### src/rtl/assert_macros.svh
// ---------------------------------------------------------------------------
// Assertion macros shared by the RTL
// Concurrent checks clocked on clock and switched off during reset.
// ---------------------------------------------------------------------------
`ifndef ASSERT_MACROS_SVH
`define ASSERT_MACROS_SVH

// Same-cycle implication
`define STIS_ASSERT_NOW(label, ante, cons, msg) \
   label: assert property (@(posedge clock) disable iff (reset) (ante) |-> (cons)) \
      else $error(msg);

// Next-cycle implication
`define STIS_ASSERT_NEXT(label, ante, cons, msg) \
   label: assert property (@(posedge clock) disable iff (reset) (ante) |=> (cons)) \
      else $error(msg);

`endif

### src/rtl/stis_pkg.sv
// ---------------------------------------------------------------------------
// stis_pkg
// Types and codes shared by the sorted table core and its cells.
// ---------------------------------------------------------------------------
`timescale 1ns / 1ps
`default_nettype none

package stis_pkg;

   localparam int DEPTH_DEFAULT = 64;
   localparam int VALUE_W       = 32;
   localparam int COUNT_OUT_W   = 7;
   localparam int STATUS_W      = 2;

   // Operation codes carried in tuser
   localparam logic KIND_INSERT = 1'b0;
   localparam logic KIND_REMOVE = 1'b1;

   // Result status codes
   localparam logic [STATUS_W-1:0] ST_OK        = 2'd0;
   localparam logic [STATUS_W-1:0] ST_FULL      = 2'd1;
   localparam logic [STATUS_W-1:0] ST_NOT_FOUND = 2'd2;

   // Broadcast from the controller to every cell
   typedef struct packed {
      logic                       ins;
      logic                       rem;
      logic signed [VALUE_W-1:0]  value;
   } cmd_type;

endpackage

`default_nettype wire

### src/rtl/stis_cell.sv
// ---------------------------------------------------------------------------
// stis_cell
// One slot of the sorted chain: holds a value and its valid bit, compares
// against the broadcast value, and takes from its left or right neighbour or the broadcast value.
// ---------------------------------------------------------------------------
`timescale 1ns / 1ps
`default_nettype none

module stis_cell (
   input  wire logic                                 clock,
   input  wire logic                                 reset,
   input  wire stis_pkg::cmd_type                    cmd,
   input  wire logic                                 left_valid,
   input  wire logic                                 left_less,
   input  wire logic signed [stis_pkg::VALUE_W-1:0]  left_value,
   input  wire logic                                 right_valid,
   input  wire logic signed [stis_pkg::VALUE_W-1:0]  right_value,
   output logic                                      valid,
   output logic                                      less,
   output logic                                      eq,
   output logic signed [stis_pkg::VALUE_W-1:0]       value
);

   logic                                 valid_ff;
   logic                                 valid_in;
   logic signed [stis_pkg::VALUE_W-1:0]  value_ff;
   logic signed [stis_pkg::VALUE_W-1:0]  value_in;
   logic                                 lt;
   logic                                 ge;

   // Compare against the broadcast value
   assign lt    = value_ff < cmd.value;
   assign ge    = valid_ff && !lt;
   assign less  = valid_ff && lt;
   assign eq    = valid_ff && (value_ff == cmd.value);
   assign valid = valid_ff;
   assign value = value_ff;

   // Shift right on insert, shift left on remove, else hold
   always_comb begin
      valid_in = valid_ff;
      value_in = value_ff;
      if (cmd.ins) begin
         valid_in = valid_ff | left_valid;
         if (left_valid && !left_less) begin
            value_in = left_value;
         end else if (left_valid && (!valid_ff || ge)) begin
            value_in = cmd.value;
         end
      end else if (cmd.rem) begin
         if (ge) begin
            valid_in = right_valid;
            value_in = right_value;
         end
      end
   end

   always_ff @(posedge clock) begin
      if (reset) begin
         valid_ff <= 1'b0;
      end else begin
         valid_ff <= valid_in;
      end
   end

   always_ff @(posedge clock) begin
      value_ff <= value_in;
   end

endmodule

`default_nettype wire

### config.mk
export PLATFORM = sky130hd
export DESIGN_NAME = stis_cell
export DESIGN_NICKNAME = d
export VERILOG_FILES = /design/src/rtl/assert_macros.svh /design/src/rtl/stis_pkg.sv /design/src/rtl/stis_cell.sv
export SDC_FILE = /design/constraint.sdc
export NUM_CORES = 1
export LEC_CHECK = 0
export BUFFER_PORTS_ARGS = -buffer_cell sky130_fd_sc_hd__buf_2
export CAP_MARGIN = 20
export CORE_MARGIN = 3
export CORE_UTILIZATION = 30
export DETAILED_ROUTE_END_ITERATION = 12
export GPL_TIMING_DRIVEN = 0
export SYNTH_ARGS = -nofsm -noshare
export SYNTH_HDL_FRONTEND = slang
export SYNTH_SLANG_ARGS = --single-unit
### constraint.sdc
create_clock -name clock -period 3.6 [get_ports clock]
set_input_delay 0.9 -clock clock [delete_from_list [all_inputs] [get_ports clock]]
set_output_delay 0.9 -clock clock [all_outputs]
set_load 0.02 [all_outputs]
==> impl_metrics.ini, run 1 <==
[status]
outcome = finished with violations
violations = setup timing

[yosys]
synthTopCellsByArea = edfxtp_1 (38%), ha_1 (16%), a21oi_1 (15%)
yosysWarnings = 0
synth-xor-area-share_pct = 0
synth_area_um2 = 2540
yosys.cell_types.count = 32
avgSynthCellArea_um2 = 8.14
synthAdderAreaFrac_pct = 15.8
synth_compound_area_share_pct = 19.0
ys.flop_type = edfxtp_1
synth-edff-count = 32
ys_ff_latch = 33
yosys.area.top_type = edfxtp_1
syn_nets = 447
synth.top_cell.area_share_pct = 37.8
syn_inst = 312
synthSimpleGateAreaFrac_pct = 19.2
synth_mux_area_share_pct = 0.394
synth_top_family_by_area = simple AND/OR/NAND/NOR gates
synthArstFlopShare_pct = 0
synth-seq-area-share_pct = 38.6

[routing]
routedWlPerCell_um = 14.5
ant_nets = 0
wirelength_mm = 8.17
drc = 0
dr.pass1.iters = 4
num_vias = 2713
drtIter0Drc = 134
viasPerCell = 4.82

[die]
die_x_um = 98.0
start_util_pct = 31.9
dieArea_um2 = 9610
core_area_um2 = 7970
die_h_um = 98.0
ios = 138
rows = 32

[cts]
clkTransAtPathRegs_ns = 0.07
h-tree-depth = 2
clkLatencyLatePin_ns = 0.28
cts_buffers = 5
clkSinkCount = 33
clockBufferDepth = 2
cts_tree = done
cts_root_buf = clkbuf_8

[critical_path]
path_depth = 10
crit_type = input pin to output pin
startpoint = cmd[14]
cp-end-kind = output pin
r2r-end = value[14]$_DFFE_PP_
cp_slowest_stage_delay_ns = 0.45
start_kind = input pin
crit_required_ns = 2.70
slowest_stage = o41a_1
crit_path_end = less
cp.buffers_inverters = 3
r2r-start = value[13]$_DFFE_PP_
r2r_slack_ns = 1.01
reg2regPathDepth = 10
crit_arrival_ns = 2.80
cp_top_family = compound AO/OA/AOI/OAI gates
critPathMaxFanout = 3
crit_chain = buf_2 > inv_2 > ha_4 > a21oi_2 > nand2_1 > a22o_1 > o41a_1 > or3_1 > and3_4 > buf_6

[final_layout]
nets = 595
instances_no_fill = 563
syn_to_final_growth_pct = 44.5
mostFrequentLayoutCells = buf_2 (136), a21oi_1 (74), nor2_1 (67)
final_util_pct = 46.1
antenna_cells = 0
drive_above_1_share_pct = 38.4
final_common_cell = buf_2

[sta]
setup_viol = 1
clock_skew_ns = 0.00519
hold_viol = 0
fmax_ghz = 0.270
grt_setup_unrepaired = true
fin_tns_setup_ns = -0.0975
max-slew-margin-rel_pct = 65.2
fin_crit_ns = 3.70
worst_pin_slew_ns = 0.522
finalWorstSetupSlack_ns = -0.0975
min_period_over_period_pct = 103
drv_slew = 0

[power_and_ir_drop]
powerDensity_nw_per_um2 = 335
netSwitchingFraction_pct = 33.5
clock_power_share_pct = 23.8
seqPwrFrac_pct = 41.0
total_power_uw = 1230
p_comb_share_pct = 35.2
p_leak_uw = 0.00173
internal-power_uw = 817
p_switching_uw = 411
peakVddDrop_uv = 152

[place]
globalplace.congestion = 0.746
detailedPlace.worstSlack_ns = -0.316
io_buffers = 137
hpwl_mm = 6.58
dp.cells = 552

[hold_path]
hold_start = valid$_SDFFE_PP0P_
hold_class = flip-flop to flip-flop

[grt]
grt_overflow = 0
antenna_found_initial = 1
grt_pass1_wl_mm = 13.3
gr-usage-all-layers_pct = 16.9
grt_max_degree = 18
grt_pass1_vias = 2781

[job]
cap_violations = 0
[repair_timing]
action                     in CTS  in global routing
resized for setup              27                  8
hold buffers                    0                  0
pin swaps                       6                  5
setup buffers                   2                  1
setup endpoints to repair      18                 18
[kinds of logic (layout without fill, tap and decap cells)]
kind of cell / Yosys count / count (layout)
compound gates: 91 / 91
fa+ha+maj: 32 / 32
buf+inv: 47 / 196
flops: 33 / 33
mux: 1 / 1
simple gates: 108 / 108
[power groups by stage]
| stage | Sequential [uW] | Clock [uW] | Combinational, uW |
|---|---|---|---|
| 4_1_cts | 504 | 304 | 420 |
| 6_report | 503 | 293 | 432 |
| 2_1_floorplan | 554 | 0 | 182 |
| 3_5_place_dp | 508 | 0 | 393 |
| 3_3_place_gp | 510 | 0 | 374 |
| 5_1_grt | 508 | 327 | 485 |
[how the worst min path moves through the flow]
stage                    endpoint  slack [ns]  cells after the start
6_report       valid$_SDFFE_PP0P_        0.71                      4
5_1_grt        valid$_SDFFE_PP0P_        0.78                      4
4_1_cts        valid$_SDFFE_PP0P_        0.72                      4
3_5_place_dp   valid$_SDFFE_PP0P_        0.71                      4
3_3_place_gp   valid$_SDFFE_PP0P_        0.67                      4
2_1_floorplan  valid$_SDFFE_PP0P_        0.70                      4
[stage by stage]
step | instance area [um2] | hold WS (ns)
floorplan | 2540 | 0.700
global placement | 3350 | 0.671
detailed placement | 3380 | 0.709
CTS | 3630 | 0.720
global route | 3670 | 0.780
finish | 3670 | 0.711
[registers in the layout, summed over array words and instances (netlist names)]
name,flops
value,32
valid,1
[routing by layer]
metal	GRT usage, %	share of wire, %	wire length (um)
met5	0	0.16	13
met4	4.47	1.6	134
met3	3.43	5.7	466
met2	29.4	48	3940
met1	21.5	44	3610
[cells in the mapped netlist, types with 2 or more instances]
library cell,instances
nand4_1,5
nand3b_1,3
nand2_1,12
and4_1,2
and3_1,2
ha_1,32
clkbuf_1,14
inv_1,32
nor3_1,2
edfxtp_1,32
nor2b_1,2
a21oi_1,77
nor4_1,3
o21ai_0,6
nand3_1,5
nor2_1,67
[area by class of cell]
class	instances	area (um2)
Clock buffer	8	90.1
Timing Repair Buffer	141	754
Tap cell	102	128
Inverter	32	120
Buffer	15	60.1
Sequential cell	33	981
Multi-Input combinational cell	232	1540
Fill cell	850	4300
[worst reg2reg max path: cells and delay by family (launching register included)]
kind | cells | cell delay (ns)
fa+ha+maj | 1 | 0.30
compound gates | 2 | 0.40
buf+inv | 3 | 0.51
simple gates | 4 | 0.64
flops | 1 | 0.45
Power figures use the tool's default switching activity.
==> inputs of run 2 (changes only) <==
- ABC_AREA: unset -> 1
==> run 2 against run 1 <==
  * The flow now finishes without violations
  * Critical path depth grew 2
  * Setup slack gained 0.30 ns
  * Register-to-register slack lost 0.26 ns
  * Clock-buffer cell count is the same
==> impl_metrics.ini, run 2 <==
[sta]
hold_ws_ns = 0.630
grt_setup_unrepaired = false
clock_skew_ns = 0.00810
drv_slew = 0
setup_viol = 0
max-slew-margin-rel_pct = 58.6
min_period_over_period_pct = 94.4
fmax_ghz = 0.294
fin_crit_ns = 3.40
hold_viol = 0
worst_pin_slew_ns = 0.620

[die]
ios = 138
core_area_um2 = 8300
start_util_pct = 31.1
die_x_um = 98.7
die_h_um = 98.7
rows = 33
dieArea_um2 = 9740

[grt]
grt_pass1_wl_mm = 12.2
antenna_found_initial = 0
grt_overflow = 0
gr-usage-all-layers_pct = 15.4
grt_pass1_vias = 2593
grt_max_degree = 21

[yosys]
synthAdderAreaFrac_pct = 15.5
synth-xor-area-share_pct = 0
syn_nets = 473
synth_top_family_by_area = simple AND/OR/NAND/NOR gates
synth-edff-count = 32
synth.top_cell.area_share_pct = 37.3
yosys.cell_types.count = 23
ys.flop_type = edfxtp_1
synthTopCellsByArea = edfxtp_1 (37%), ha_1 (16%), nand2_1 (10%)
synth-seq-area-share_pct = 38.0
synth_mux_area_share_pct = 0
avgSynthCellArea_um2 = 7.63
yosys.area.top_type = edfxtp_1
synthArstFlopShare_pct = 0
yosysWarnings = 0
synth.most_common_cell = nand2_1
ys_ff_latch = 33
synth_area_um2 = 2580
syn_inst = 338
ys_top_cells_by_count = nand2_1 (71), inv_1 (42), nor2_1 (41)
synth_compound_area_share_pct = 17.2
synthSimpleGateAreaFrac_pct = 20.6

[final_layout]
syn_to_final_growth_pct = 36.1
drive_above_1_share_pct = 32.1
mostFrequentLayoutCells = buf_2 (136), nand2_1 (71), inv_1 (42)
final_util_pct = 42.3
stdcell_area_um2 = 3510
final_common_cell = buf_2
nets = 617
antenna_cells = 0
largest_reg_flops = 32

[power_and_ir_drop]
powerDensity_nw_per_um2 = 325
p_comb_share_pct = 31.4
clock_power_share_pct = 25.7
p_switching_uw = 372
internal-power_uw = 769
peakVddDrop_uv = 100
total_power_uw = 1140
p_leak_uw = 0.00184
netSwitchingFraction_pct = 32.6
seqPwrFrac_pct = 42.9

[routing]
dr.pass1.iters = 4
ant_nets = 0
drtIter0Drc = 70
num_vias = 2692
wirelength_mm = 7.64
routedWlPerCell_um = 13.0
drc = 0
viasPerCell = 4.58

[cts]
cts-resized-gates = 0
clkLatencyLatePin_ns = 0.28
cts_hold_repair.buffers = 0
clockBufferDepth = 2
clkSinkCount = 33
cts_root_buf = clkbuf_8
cts_buffers = 5
h-tree-depth = 2
clkTransAtPathRegs_ns = 0.07
postCtsSetupRepairBufs = 0
cts_tree = done

[place]
dpl-instance-area_um2 = 3420
hpwl_mm = 6.26
io_buffers = 136
globalplace.congestion = 0.812

[critical_path]
crit_required_ns = 2.70
crit_arrival_ns = 2.50
crit_type = input pin to output pin
cp_slowest_stage_delay_ns = 0.34
cp-end-kind = output pin
crit_chain = buf_2 > inv_1 > ha_1 > nand2_1 > nor2_2 > nand2_2 > nor4_4 > nand2_2 > nand3_1 > nand3_2 > inv_1 > buf_2
critPathMaxFanout = 5
start_kind = input pin
slowest_stage = ha_1

[hold_path]
hold_class = flip-flop to flip-flop

[status]
outcome = finished, final reports clean

[job]
cap_violations = 0
==> run 2: cell count changes in the layout (fill, tap and decap cells not counted), sizes merged, moves of 2 or more <==
cell,delta
nand4,-4
and4,-2
nor4,-2
nand2,+62
o21a,+2
o21ai,+61
a21oi,-63
nor2,-25
and3,-2
inv,+14
nand3b,-3
nor2b,-2
buf,-5
==> run 2: worst paths after layout <==
| kind | startpoint | end | slack [ns] | depth (start not counted) |
|---|---|---|---|---|
| worst max register to register | value[31]$_DFFE_PP_ | value[20]$_DFFE_PP_ | 0.75 | 14 |
| worst max-delay path | cmd[31] | less | 0.20 | 12 |
| worst min register to register | valid$_SDFFE_PP0P_ | valid$_SDFFE_PP0P_ | 0.63 | 2 |
| worst min-delay path | valid$_SDFFE_PP0P_ | valid$_SDFFE_PP0P_ | 0.63 | 2 |
==> run 2: worst max-delay path: cells and delay by family <==
kind	cells	cell delay, ns
AND/OR/NAND/NOR	7	0.89
adder cells (fa/ha/maj)	1	0.34
buffers and inverters	4	0.37
==> run 2: cells by family after synthesis <==
kind of cell | Yosys count
and+or+nand+nor | 128
AOI/OAI and AO/OA | 86
buffers and inverters | 59
adders and majority gates | 32
DFF | 33
==> run 2: per-layer routing <==
layer / vias to the layer above / global-route usage [%] / wire, um
met3: 5 / 2.90 / 485
met5: - / 0 / 0
met2: 85 / 26.6 / 3760
met1: 1193 / 19.9 / 3320
li1: 1409 / - / -
met4: 0 / 3.99 / 78
==> run 2: stage by stage <==
| step | setup WS, ns | instances | TNS, ns |
|---|---|---|---|
| detailed placement | 0.112 | 580 | 0 |
| CTS | 0.177 | 588 | 0 |
| floorplan | 0.496 | 338 | 0 |
| global route | 0.0563 | 588 | 0 |
| global placement | -0.232 | 579 | -7.40 |
| finish | 0.201 | 588 | 0 |
==> run 2: power by group through the flow <==
stage                     combinational [uW]  sequential [uW]  clock [uW]
after floorplan                          170              540           0
after global placement                   349              499           0
after detailed placement                 363              499           0
after CTS                                365              490         311
after global routing                     409              494         324
final                                    358              490         294
==> run 2: final cells by class <==
type	count	area [um2]
Fill cell	923	4790
Inverter	46	173
Buffer	13	48.8
Tap cell	105	131
Multi-Input combinational cell	246	1380
Sequential cell	33	981
Clock buffer	8	90.1
Timing Repair Buffer	137	708
==> inputs of run 3 (changes only) <==
- MAX_ROUTING_LAYER: unset -> met4
- REMOVE_ABC_BUFFERS: unset -> 1
==> run 3 against run 2 <==
  * Sequential share of layout area about the same
  * Setup slack better by 0.061 ns
  * Non-clock buffer count down 11
  * Worst hold slack worse by 0.013 ns
  * Final cell count down 1.9%
  * Maximum frequency up 1.8%
  * Sequential cell count unchanged
  * Cell area about the same
  * Critical path type unchanged
==> impl_metrics.ini, run 3 (synthesis gave the netlist of run 2 again) <==
[final_layout]
mostFrequentLayoutCells = buf_2 (136), nand2_1 (71), inv_1 (42)
drive_above_1_share_pct = 33.7
stdcell_area_um2 = 3510
final.fill_count = 876
nets = 606
antenna_cells = 0
final_common_cell = buf_2
syn_to_final_growth_pct = 36.1
largest_reg_flops = 32

[place]
io_buffers = 137
dpl-instance-area_um2 = 3400
globalplace.congestion = 0.737
hpwl_mm = 5.64
detailedPlace.worstSlack_ns = -0.00961

[routing]
wirelength_mm = 7.19
num_vias = 2675
drc = 0
routedWlPerCell_um = 12.5
ant_nets = 0
drtIter0Drc = 68
viasPerCell = 4.64
dr.pass1.iters = 4

[cts]
cts_hold_repair.buffers = 0
cts-resized-gates = 0
cts_buffers = 5
clkTransAtPathRegs_ns = 0.07
clkLatencyLatePin_ns = 0.29
clkSinkCount = 33
cts_tree = done
cts_root_buf = clkbuf_8
clockBufferDepth = 2
h-tree-depth = 2
postCtsSetupRepairBufs = 0

[critical_path]
crit_required_ns = 2.70
start_kind = input pin
cp-end-kind = output pin
crit_arrival_ns = 2.44
critPathMaxFanout = 5
crit_type = input pin to output pin

[die]
core_area_um2 = 8300
start_util_pct = 31.1
ios = 138
die_x_um = 98.7
dieArea_um2 = 9740
rows = 33
die_h_um = 98.7

[sta]
fin_tns_setup_ns = 0
hold_viol = 0
setup_viol = 0
min_period_over_period_pct = 92.7
clock_skew_ns = 0.00731
fmax_ghz = 0.300
fin_crit_ns = 3.34
max-slew-margin-rel_pct = 53.4
worst_pin_slew_ns = 0.698
drv_slew = 0
grt_setup_unrepaired = false
finalWorstSetupSlack_ns = 0.262

[power_and_ir_drop]
powerDensity_nw_per_um2 = 327
p_comb_share_pct = 31.3
clock_power_share_pct = 26.1
internal-power_uw = 772
seqPwrFrac_pct = 42.6
p_switching_uw = 376
netSwitchingFraction_pct = 32.7
peakVddDrop_uv = 128
p_leak_uw = 0.00184

[grt]
gr-usage-all-layers_pct = 15.4
grt_max_degree = 37
antenna_found_initial = 0
grt_overflow = 0
grt_pass1_vias = 2722
grt_pass1_wl_mm = 12.0

[hold_path]
hold_class = flip-flop to flip-flop

[job]
cap_violations = 0

[status]
outcome = finished, final reports clean
-- run 3: changes by cell type in the layout (fill, tap and decap cells not counted) --
cell / before / now
nor2_1: 41 / 40
clkbuf_1: 15 / 2
buf_16: 1 / 2
ha_4: 0 / 1
ha_1: 32 / 31
buf_4: 0 / 1
nor2_2: 1 / 2
-- run 3: critical path: stages --
cell and delay, ns:
buf_2 0.09, inv_1 0.07, ha_4 0.30, nand2_1 0.08, nor2_2 0.11, nand2_2 0.09
nor4_4 0.28, nand2_2 0.12, nand3_1 0.10, nand3_2 0.09, inv_1 0.06, buf_4 0.13
-- run 3: routing by layer --
layer  vias up  GRT usage [%]  share of wire [%]  routed length, um
met3         6           3.54                6.8                487
met4         0           3.68               0.74                 53
met5         -              -                  0                  0
li1       1391              -                  -                  -
met1      1180           18.8                 45               3240
met2        98           25.8                 47               3410
-- run 3: final timing paths --
kind	startpoint	endpoint	slack [ns]	cells after the start
min	valid$_SDFFE_PP0P_	valid$_SDFFE_PP0P_	0.62	2
max	cmd[31]	less	0.26	12
max reg2reg	value[27]$_DFFE_PP_	value[19]$_DFFE_PP_	0.76	14
min reg2reg	valid$_SDFFE_PP0P_	valid$_SDFFE_PP0P_	0.62	2
-- run 3: power by group through the flow --
stage          combinational, uW  clock (uW)  sequential (uW)
2_1_floorplan                163           0              540
3_3_place_gp                 345           0              497
3_5_place_dp                 362           0              498
4_1_cts                      364         311              489
5_1_grt                      415         330              494
6_report                     360         299              489
-- run 3: final cells by class --
class	instances	area, um2	share of cell area [%]
tap	105	131	3.74
timing repair buffer	139	743	21.2
multi-input combinational	246	1390	39.6
clock buffer	8	90.1	2.57
sequential	33	981	28.0
inverter	46	173	4.92
-- run 3: metrics by stage --
stage,utilization [%],hold slack [ns],power [uW],cells
2_1_floorplan,-,0.641,703,325
3_3_place_gp,40.3,0.595,841,567
3_5_place_dp,41.0,0.617,860,569
4_1_cts,42.1,0.628,1160,577
5_1_grt,42.3,0.679,1240,577
6_report,42.3,0.616,1150,577
